==> config.mk <==
export PLATFORM = sky130hd
export DESIGN_NAME = bfa_ctrl
export DESIGN_NICKNAME = d
export VERILOG_FILES = /design/src/rtl/core/bfa_pkg.sv /design/src/rtl/core/bfa_ctrl.sv
export SDC_FILE = /design/constraint.sdc
export NUM_CORES = 1
export LEC_CHECK = 0
export ABC_AREA = 0
export BUFFER_PORTS_ARGS = -buffer_cell sky130_fd_sc_hd__buf_2
export CAP_MARGIN = 20
export CELL_PAD_IN_SITES_DETAIL_PLACEMENT = 0
export CELL_PAD_IN_SITES_GLOBAL_PLACEMENT = 2
export CORE_MARGIN = 10
export CORE_UTILIZATION = 36
export CTS_CLUSTER_SIZE = 20
export DETAILED_ROUTE_END_ITERATION = 10
export PLACE_DENSITY = 0.93
export SYNTH_ARGS = -nofsm -noshare
export SYNTH_HDL_FRONTEND = slang
export SYNTH_SLANG_ARGS = --single-unit
==> constraint.sdc <==
create_clock -name clk -period 4.46 [get_ports clk]
set_input_delay 0.892 -clock clk [delete_from_list [all_inputs] [get_ports clk]]
set_output_delay 0.892 -clock clk [all_outputs]
set_load 0.005 [all_outputs]
==> src/rtl/core/bfa_pkg.sv <==
// ----------------------------------------------------------------------------
// bfa_pkg
// Types and constants shared by the buddy frame allocator modules.
// ----------------------------------------------------------------------------
`default_nettype none

package bfa_pkg;

  localparam int MAX_ORDER = 10;
  localparam int FRAME_W   = MAX_ORDER;
  localparam int NFRAMES   = 1 << FRAME_W;
  localparam int LINK_W    = FRAME_W + 1;
  localparam int ORD_W     = 4;

  // A link with its top bit set points nowhere.
  localparam logic [LINK_W-1:0] NIL      = LINK_W'(NFRAMES);
  localparam logic [ORD_W-1:0]  ORD_NONE = '1;
  localparam logic [ORD_W-1:0]  ORD_MAX  = ORD_W'(MAX_ORDER);

  localparam logic OP_ALLOC = 1'b0;
  localparam logic OP_FREE  = 1'b1;

  typedef struct packed {
    logic               operation;
    logic [ORD_W-1:0]   order;
    logic [FRAME_W-1:0] frame_index;
  } req_t;

  typedef struct packed {
    logic               ok;
    logic [FRAME_W-1:0] block_index;
  } rsp_t;

  typedef enum logic [4:0] {
    CMD_NOP,
    CMD_CLEAR,
    CMD_LOAD,
    CMD_SPLIT_RD,
    CMD_SPLIT_W1,
    CMD_SPLIT_W2,
    CMD_SPLIT_W3,
    CMD_POP_RD,
    CMD_POP_WR,
    CMD_FREE_RD,
    CMD_FREE_TST,
    CMD_BUD_RD,
    CMD_UNLINK,
    CMD_MERGE_W2,
    CMD_PUSH1,
    CMD_PUSH2,
    CMD_RESULT
  } dp_cmd_t;

  typedef struct packed {
    logic clr_last;
    logic is_free;
    logic alloc_fail;
    logic e_eq_k;
    logic e_next_k;
    logic free_bad;
    logic free_top;
    logic bud_ok;
    logic o_next_top;
    logic out_busy;
  } dp_status_t;

endpackage

`default_nettype wire

==> src/rtl/core/bfa_ctrl.sv <==
// ----------------------------------------------------------------------------
// bfa_ctrl
// Sequencer issuing datapath commands for allocate, split, merge and free.
// ----------------------------------------------------------------------------
`default_nettype none

module bfa_ctrl
  import bfa_pkg::*;
(
  input  logic       clk,
  input  logic       rst,
  input  logic       in_valid,
  output logic       in_ready,
  input  dp_status_t status,
  output dp_cmd_t    cmd
);

  typedef enum logic [15:0] {
    ST_CLEAR    = 16'h0001,
    ST_IDLE     = 16'h0002,
    ST_DISPATCH = 16'h0004,
    ST_A_RD     = 16'h0008,
    ST_A_W1     = 16'h0010,
    ST_A_W2     = 16'h0020,
    ST_A_W3     = 16'h0040,
    ST_P_RD     = 16'h0080,
    ST_P_WR     = 16'h0100,
    ST_F_RD     = 16'h0200,
    ST_F_TST    = 16'h0400,
    ST_B_RD     = 16'h0800,
    ST_B_TST    = 16'h1000,
    ST_U2       = 16'h2000,
    ST_PU1      = 16'h4000,
    ST_PU2      = 16'h8000
  } state_t;

  state_t state, state_next;
  logic   done_wait, done_wait_next;

  always_ff @(posedge clk) begin
    if (rst) begin
      state     <= ST_CLEAR;
      done_wait <= 1'b0;
    end else begin
      state     <= state_next;
      done_wait <= done_wait_next;
    end
  end

  // The result hand-over is a separate wait flag so that it can follow any
  // final step without an extra state per path.
  always_comb begin
    state_next     = state;
    done_wait_next = done_wait;
    cmd            = CMD_NOP;
    in_ready       = 1'b0;
    if (done_wait) begin
      if (!status.out_busy) begin
        cmd            = CMD_RESULT;
        done_wait_next = 1'b0;
        state_next     = ST_IDLE;
      end
    end else begin
      unique case (state)
        ST_CLEAR: begin
          cmd = CMD_CLEAR;
          if (status.clr_last) state_next = ST_IDLE;
        end
        ST_IDLE: begin
          in_ready = 1'b1;
          if (in_valid) begin
            cmd        = CMD_LOAD;
            state_next = ST_DISPATCH;
          end
        end
        ST_DISPATCH: begin
          if (status.is_free)         state_next = ST_F_RD;
          else if (status.alloc_fail) done_wait_next = 1'b1;
          else if (status.e_eq_k)     state_next = ST_P_RD;
          else                        state_next = ST_A_RD;
        end
        ST_A_RD: begin
          cmd        = CMD_SPLIT_RD;
          state_next = ST_A_W1;
        end
        ST_A_W1: begin
          cmd        = CMD_SPLIT_W1;
          state_next = ST_A_W2;
        end
        ST_A_W2: begin
          cmd        = CMD_SPLIT_W2;
          state_next = ST_A_W3;
        end
        ST_A_W3: begin
          cmd        = CMD_SPLIT_W3;
          state_next = status.e_next_k ? ST_P_RD : ST_A_RD;
        end
        ST_P_RD: begin
          cmd        = CMD_POP_RD;
          state_next = ST_P_WR;
        end
        ST_P_WR: begin
          cmd            = CMD_POP_WR;
          done_wait_next = 1'b1;
        end
        ST_F_RD: begin
          cmd        = CMD_FREE_RD;
          state_next = ST_F_TST;
        end
        ST_F_TST: begin
          cmd = CMD_FREE_TST;
          if (status.free_bad)      done_wait_next = 1'b1;
          else if (status.free_top) state_next = ST_PU1;
          else                      state_next = ST_B_RD;
        end
        ST_B_RD: begin
          cmd        = CMD_BUD_RD;
          state_next = ST_B_TST;
        end
        ST_B_TST: begin
          if (status.bud_ok) begin
            cmd        = CMD_UNLINK;
            state_next = ST_U2;
          end else begin
            state_next = ST_PU1;
          end
        end
        ST_U2: begin
          cmd        = CMD_MERGE_W2;
          state_next = status.o_next_top ? ST_PU1 : ST_B_RD;
        end
        ST_PU1: begin
          cmd        = CMD_PUSH1;
          state_next = ST_PU2;
        end
        ST_PU2: begin
          cmd            = CMD_PUSH2;
          done_wait_next = 1'b1;
        end
        default: state_next = ST_CLEAR;
      endcase
    end
  end

endmodule

`default_nettype wire

=== Word level (Yosys, flattened, before mapping) ===
Cells that the tools add are included.

* Output and inout bits: 6
* Word-level logic and storage cells: 52
* Register bits after elaboration: 17
* Bits of input ports: 13

* Reductions and logical operators: 2
* Muxes and demuxes: 26
* Equality and inequality tests: 22

{| class="wikitable"
|+ Operator list
! cell !! number
|-
| 16-bit case mux with 15 select lines || 1
|-
| 16-bit 2-to-1 mux || 7
|-
| 4-bit case mux with 15 select lines || 1
|-
| 15-bit 2-to-1 mux || 3
|-
| 16-bit by 1-bit == test with 1-bit output (second input constant) || 1
|-
| 16-bit by 10-bit == test with 1-bit output (second input constant) || 1
|-
| 16-bit by 11-bit == test with 1-bit output (second input constant) || 1
|-
| 16-bit by 12-bit == test with 1-bit output (second input constant) || 1
|-
| 16-bit by 13-bit == test with 1-bit output (second input constant) || 1
|-
| 16-bit by 14-bit == test with 1-bit output (second input constant) || 1
|-
| 16-bit by 15-bit == test with 1-bit output (second input constant) || 1
|-
| 16-bit == test (second input constant) || 1
|-
| 16-bit by 2-bit == test with 1-bit output (second input constant) || 1
|-
| 16-bit by 3-bit == test with 1-bit output (second input constant) || 1
|-
| 16-bit by 4-bit == test with 1-bit output (second input constant) || 1
|-
| 16-bit by 5-bit == test with 1-bit output (second input constant) || 1
|-
| 16-bit by 6-bit == test with 1-bit output (second input constant) || 1
|-
| 16-bit by 7-bit == test with 1-bit output (second input constant) || 1
|-
| 16-bit by 8-bit == test with 1-bit output (second input constant) || 1
|-
| 16-bit by 9-bit == test with 1-bit output (second input constant) || 1
|-
| 8-bit 2-to-1 mux || 2
|-
| 5-bit 2-to-1 mux || 2
|-
| 3-bit inequality test (second input constant) || 3
|-
| 1-bit 2-to-1 mux || 7
|-
| other kinds (8) || 8
|}

=== Logic depth before layout (Yosys ltp) ===
Gate-level depths: netlist of run 1.

* Word-level depth: 5
* Gate-level depth with buffers: 8
* Depth with buffers taken out: 6

=== Worst setup path after synthesis of run 1 ===
No wires, ideal clock.

* Kind: flip-flop to output port
* Start point: reg state[2]
* End point: out cmd[0]
* Required time: 3.568 ns
* Arrival: 1.834 ns
* Setup slack: 1.734 ns
* Stages on the path, launching flop included: 8
* Path buffers: 2
* Path through: dfxtp_1 -> clkbuf_1 -> or4_1 -> clkbuf_1 -> nor4_1 -> nor3_1 -> a21oi_1 -> o41a_1

* Cells in the longest elaborated chain, start to end: 3
* Elaborated cells on any way between the ends: 17
* Those cells by class: 15 x eq/ne; 2 x mux

{| class="wikitable"
|+ RTL lines
! what !! line !! source
|-
| start, declared || bfa_ctrl.sv:37 || <nowiki>state_t state, state_next;</nowiki>
|-
| start signal, assigned || bfa_ctrl.sv:45 || <nowiki>state <= state_next;</nowiki>
|-
| 16-bit == test, or another cell as far along || bfa_ctrl.sv:64 || <nowiki>unique case (state)</nowiki>
|-
| 4-bit case mux with 15 select lines (*) || bfa_ctrl.sv:64 ||
|-
| 5-bit 2-to-1 mux (*) || bfa_ctrl.sv:57 || <nowiki>if (done_wait) begin</nowiki>
|-
| end, declared || bfa_ctrl.sv:15 || <nowiki>output dp_cmd_t cmd</nowiki>
|}

Mark *: on every way between the ends. The rest lies on a longest branch, timed or not.

=== Worst setup path after layout of run 1 ===
* Start point: reg state[4]
* End point: out cmd[0]

Same word-level chain as after synthesis.

==> flow_summary.yaml, run 1 <==
status:
  status: "finished clean"
global_route:
  grt_pass1_wl_um: 6690
  gr-usage-met2_pct: 19.6
  grt_usage_pct: 12.2
  busiest_layer: "met2"
  use_met3_pct: 3.67
  antenna_found_initial: 0
  grt_max_degree: 16
  overflow: 0
  met1_usage_pct: 15.8
  grt_pass1_vias: 1344
cts:
  cts_buffers: 3
  cts.sinks: 17
  clockBufferDepth: 2
  cts_tree: "built"
  clkLatencyLatePin_ns: 0.26
  postCtsResizedCells: 0
  cts_root_buffer: "clkbuf_8"
  holdBufCountCts: 0
  cts.clk_slew.worst_paths_ns: 0.07
  postCtsSetupBuffers: 0
  htreeDepth: 1
route:
  routed_wl_um: 4010
  vias: 1414
  route.detailed.drc: 0
  ant_nets: 0
  routedWlPerCell_um: 17.3
  initialDrtViolationCount: 105
  first_pass_iters: 5
  vias_per_cell: 6.09
timing:
  tightest_slew_ns: 0.607
  setup_tns_ns: 0
  finalHoldViolCount: 0
  fmax_mhz: 292
  period_share_pct: 76.8
  layout_min_cycle_time_ns: 3.42
  slew_headroom_pct: 59.4
  finalSetupViolations: 0
  slew_violations: 0
  grt_setup_unrepaired: "false"
  final.setup_skew_ns: 0.00414
layout:
  mostFrequentLayoutCells: "18 x buf_2, 17 x dfxtp_1, 12 x nor2_1"
  layout_commonest_cell: "buf_2"
  ff_latch_area_um2: 340
  syn_to_final_growth_pct: 8.05
  num_antenna_cells: 0
  fill_cells: 399
  fin_nets: 198
  drive_above_1_share_pct: 17.9
  final_area_mm2: 0.00153
  post-route-util_pct: 41.1
  multi_input_area_um2: 968
die:
  pin_count: 19
  dieHeight_um: 82.7
  dieArea_mm2: 0.00683
  die_x_um: 82.7
  initial_core_util_pct: 38.0
  core-area_mm2: 0.00372
  row_count: 22
critical_path:
  worstSetupPathType: "reg2out"
  slowest_delay_ns: 0.57
  slowest_stage: "nor4_2"
  crit_chain: "nor4_2 > nand2_1 > nor4_1 > nor3_1 > a21oi_1 > o41a_1 > buf_2"
  end_kind: "output port"
  start_kind: "register"
  worstPathMaxFanout: 6
  cp.required_ns: 3.57
  critical-path-top-delay-family: "simple AND/OR/NAND/NOR gates"
  crit_arrival_ns: 2.53
  worst-path-buf-inv: 1
synthesis:
  ys_ff_latch: 17
  synth_fp_nets: 192
  synthesis.area_mm2: 0.00141
  avgSynthCellArea_um2: 7.90
  yosys.cell_types.count: 52
  yosys_warnings: 0
  syn_inst: 179
  synth.yosys.seq_area_share_pct: 24.1
placed_design:
  hpwl_um: 3050
  gp_congestion: 0.980
  io_buffers: 18
  placed_cell_area_mm2: 0.00148
power:
  p_per_area_mw_per_mm2: 340
  ir_drop_uv: 115
  p_leak_nw: 0.596
job:
  maxCapViolCount: 0
hold_path:
  hold_class: "reg2reg"
kinds of logic (layout without fill, tap and decap cells):
group,after synthesis,after routing,share of synthesized area [%]
compound gates,48,48,25.1
buf+inv,23,28,7.43
simple gates,86,86,40.3
flops,17,17,24.1
xor+xnor,5,5,3.10
per-layer routing:
metal	wire [µm]	share of wire (%)
met5	0	0
met3	312	7.8
met4	25	0.62
met1	1780	44
met2	1890	47
worst reg2reg max path: cells and delay by family (launching register included):
family,cells,cell delay [ns]
AO/OA/AOI/OAI,2,0.64
flip-flops,1,0.42
AND/OR/NAND/NOR,4,1.83
flip-flops by register name, indices dropped and copies added (netlist names):
register	count
state	16
done_wait	1
cell type report:
cell class                      instances  area share [%]
Sequential cell                        17            22.3
Multi-Input combinational cell        139            63.4
Inverter                                6            1.47
Clock buffer                            3            2.70
Clock inverter                          1           0.328
Timing Repair Buffer                   18            5.90
Tap cell                               48            3.93
report_power, final:
group	internal, mW	total [mW]	switching [mW]	leakage, nW
logic	0.0854	0.216	0.130	0.433
clock network	0.0621	0.119	0.0573	0.0255
registers	0.161	0.184	0.0223	0.138
worst paths after layout:
kind	startpoint	to	slack, ns	cells past startpoint
max	state[4]	cmd[0]	1.04	7
min reg2reg	state[4]	state[4]	0.57	1
min	state[4]	state[4]	0.57	1
max reg2reg	state[12]	state[11]	1.51	6
through the flow:
step                setup WS [ns]  total power, mW  hold WS, ns  std cells
global route                0.857            0.553        0.609        232
CTS                          1.07            0.521        0.576        232
detailed placement           1.37            0.399        0.563        228
floorplan                    1.73            0.347        0.520        179
global placement             1.37            0.399        0.561        228
finish                       1.04            0.519        0.573        232
Yosys cell counts (all sizes together):
cell type	number	area, µm²
a211o	1	8.76
a211oi	2	15.0
a21o	3	22.5
a21oi	9	45.0
a311o	1	10.0
a311oi	1	8.76
a31oi	1	6.26
a32o	4	40.0
and2	2	12.5
and3	1	6.26
and4b	1	10.0
buf	6	41.3
clkbuf	11	41.3
dfxtp	17	340
inv	6	22.5
nand2	8	30.0
nand2b	5	31.3
nand3	11	60.1
nand3b	2	15.0
nand4	4	25.0
nand4b	3	26.3
nor2	12	45.0
nor2b	3	18.8
nor3	7	40.0
nor3b	2	26.3
nor4	10	98.8
nor4b	3	26.3
o2111ai	1	26.3
o211ai	1	7.51
o21a	4	30.0
o21ai	9	45.0
o22a	1	8.76
o22ai	4	25.0
o2bb2ai	3	26.3
o31ai	1	7.51
o41a	2	22.5
or3	3	18.8
or4	6	48.8
or4b	3	30.0
xnor2	1	8.76
xor2	4	35.0
Note: power is estimated with default switching activity, not from simulation.
==> inputs of run 2 (changes only) <==
CORE_UTILIZATION = 33   (was 36)
PLACE_DENSITY = 0.87   (was 0.93)
clock period = 3.2 ns   (was 4.46 ns; I/O delays follow)
==> flow_summary.yaml, run 2 (synthesis gave the netlist of run 1 again) <==
status:
  status: "finished clean"
critical_path:
  worstPathMaxFanout: 11
  r2r-end: "state[8]"
  cp.required_ns: 2.56
  worstSetupPathType: "reg2out"
  start_kind: "register"
  crit_arrival_ns: 2.41
  crit_chain: "or4_1 > nor3_2 > nand4b_1 > o21ai_1 > o41a_1 > buf_2"
  reg2reg_depth: 6
  worst-r2r-setup-slack_ns: 0.56
  slowest_delay_ns: 0.68
  end_kind: "output port"
  slowest_stage: "or4_1"
  r2r_start: "state[9]"
cts:
  cts_root_buffer: "clkbuf_8"
  cts.sinks: 17
  holdBufCountCts: 0
  clkLatencyLatePin_ns: 0.26
  cts_tree: "built"
  cts_buffers: 3
  htreeDepth: 1
  cts.clk_slew.worst_paths_ns: 0.08
  postCtsSetupBuffers: 0
  clockBufferDepth: 2
timing:
  final.setup_skew_ns: 0.00582
  fmax_mhz: 328
  setup_tns_ns: 0
  finalHoldViolCount: 0
  slew_violations: 0
  setup_slack_ns: 0.148
  tightest_slew_ns: 0.575
  finalSetupViolations: 0
  period_share_pct: 95.4
  slew_headroom_pct: 61.5
  grt_setup_unrepaired: "false"
  layout_min_cycle_time_ns: 3.05
  holdWs_ns: 0.613
layout:
  syn_to_final_growth_pct: 10.3
  mostFrequentLayoutCells: "18 x buf_2, 17 x dfxtp_1, 12 x nor2_1"
  ff_latch_area_um2: 340
  multi_input_area_um2: 983
  num_antenna_cells: 0
  fill_cells: 441
  layout_commonest_cell: "buf_2"
  final_cells: 236
  largest_reg_flops: 16
  fin_nets: 200
  drive_above_1_share_pct: 18.8
  top_regs: "state (16), done_wait (1)"
  post-route-util_pct: 38.2
  regMostFlops: "state"
  final_area_mm2: 0.00156
power:
  p_per_area_mw_per_mm2: 475
  p_leak_nw: 0.609
  ir_drop_uv: 232
  power.total_uw: 741
hold_path:
  min_path_cells: 1
  hold_class: "reg2reg"
  min_from: "state[15]"
  hold_end: "state[15]"
route:
  routed_wl_um: 4120
  vias_per_cell: 6.00
  ant_nets: 0
  first_pass_iters: 4
  vias: 1417
  initialDrtViolationCount: 201
  route.detailed.drc: 0
  routedWlPerCell_um: 17.4
die:
  initial_core_util_pct: 34.6
  core-area_mm2: 0.00409
  dieHeight_um: 85.5
  dieArea_mm2: 0.00730
  row_count: 23
  die_x_um: 85.5
  pin_count: 19
placed_design:
  hpwl_um: 3060
  dp_slack_ns: 0.463
  io_buffers: 18
  placed_cell_area_mm2: 0.00150
  gp_congestion: 0.871
  placed_cells: 232
global_route:
  antenna_found_initial: 0
  grt_max_degree: 15
  overflow: 0
  grt_usage_pct: 11.3
  grt_pass1_vias: 1409
  grt_pass1_wl_um: 6980
job:
  maxCapViolCount: 0
## run 2: changes by cell type in the layout (fill, tap and decap cells not counted), sizes merged
| cell | before | now |
|---|---|---|
| clkinv | 1 | 0 |
| buf | 18 | 20 |
| clkbuf | 3 | 4 |
## run 2: timing repair
item	4_1_cts	5_1_grt
resized for setup	0	2
setup endpoints to repair	0	3
hold endpoints to repair	0	0
## run 2: worst max-delay path by stage
stage	to	from	depth (start not counted)	slack [ns]
after detailed placement	cmd[0]	state[4]	7	0.46
after global placement	cmd[1]	state[0]	7	0.46
final	cmd[0]	state[0]	6	0.15
after CTS	cmd[0]	state[0]	6	0.17
after floorplan	cmd[0]	state[2]	7	0.73
after global routing	cmd[0]	state[12]	7	0.003
## run 2: layout make-up
| class | instances | share of cell area [%] |
|---|---|---|
| timing repair buffer | 20 | 6.74 |
| inverter | 6 | 1.44 |
| clock buffer | 4 | 2.89 |
| tap | 50 | 4.01 |
| multi-input combinational | 139 | 63.1 |
| sequential | 17 | 21.8 |
## run 2: metal layers
metal  track usage [%]  up-vias  wire length [µm]
met5                 0        -                 0
met4              3.44        0                27
met3              3.54        2               232
met2              17.7       40              1850
met1              14.4      673              2010
li1                  -      702                 -
## run 2: worst max-delay path, delay by kind of cell, from the launching register on
| kind | cells | cell delay (ns) |
|---|---|---|
| flip-flops | 1 | 0.40 |
| AND/OR/NAND/NOR | 3 | 1.29 |
| buffers and inverters | 1 | 0.11 |
| AO/OA/AOI/OAI | 2 | 0.34 |
## run 2: power by group
group / internal (mW) / total, mW / leakage [nW] / switching, mW
clock: 0.0888 / 0.177 / 0.0228 / 0.0881
combinational: 0.128 / 0.306 / 0.449 / 0.177
sequential: 0.225 / 0.259 / 0.138 / 0.0338
total: 0.442 / 0.741 / 0.609 / 0.299
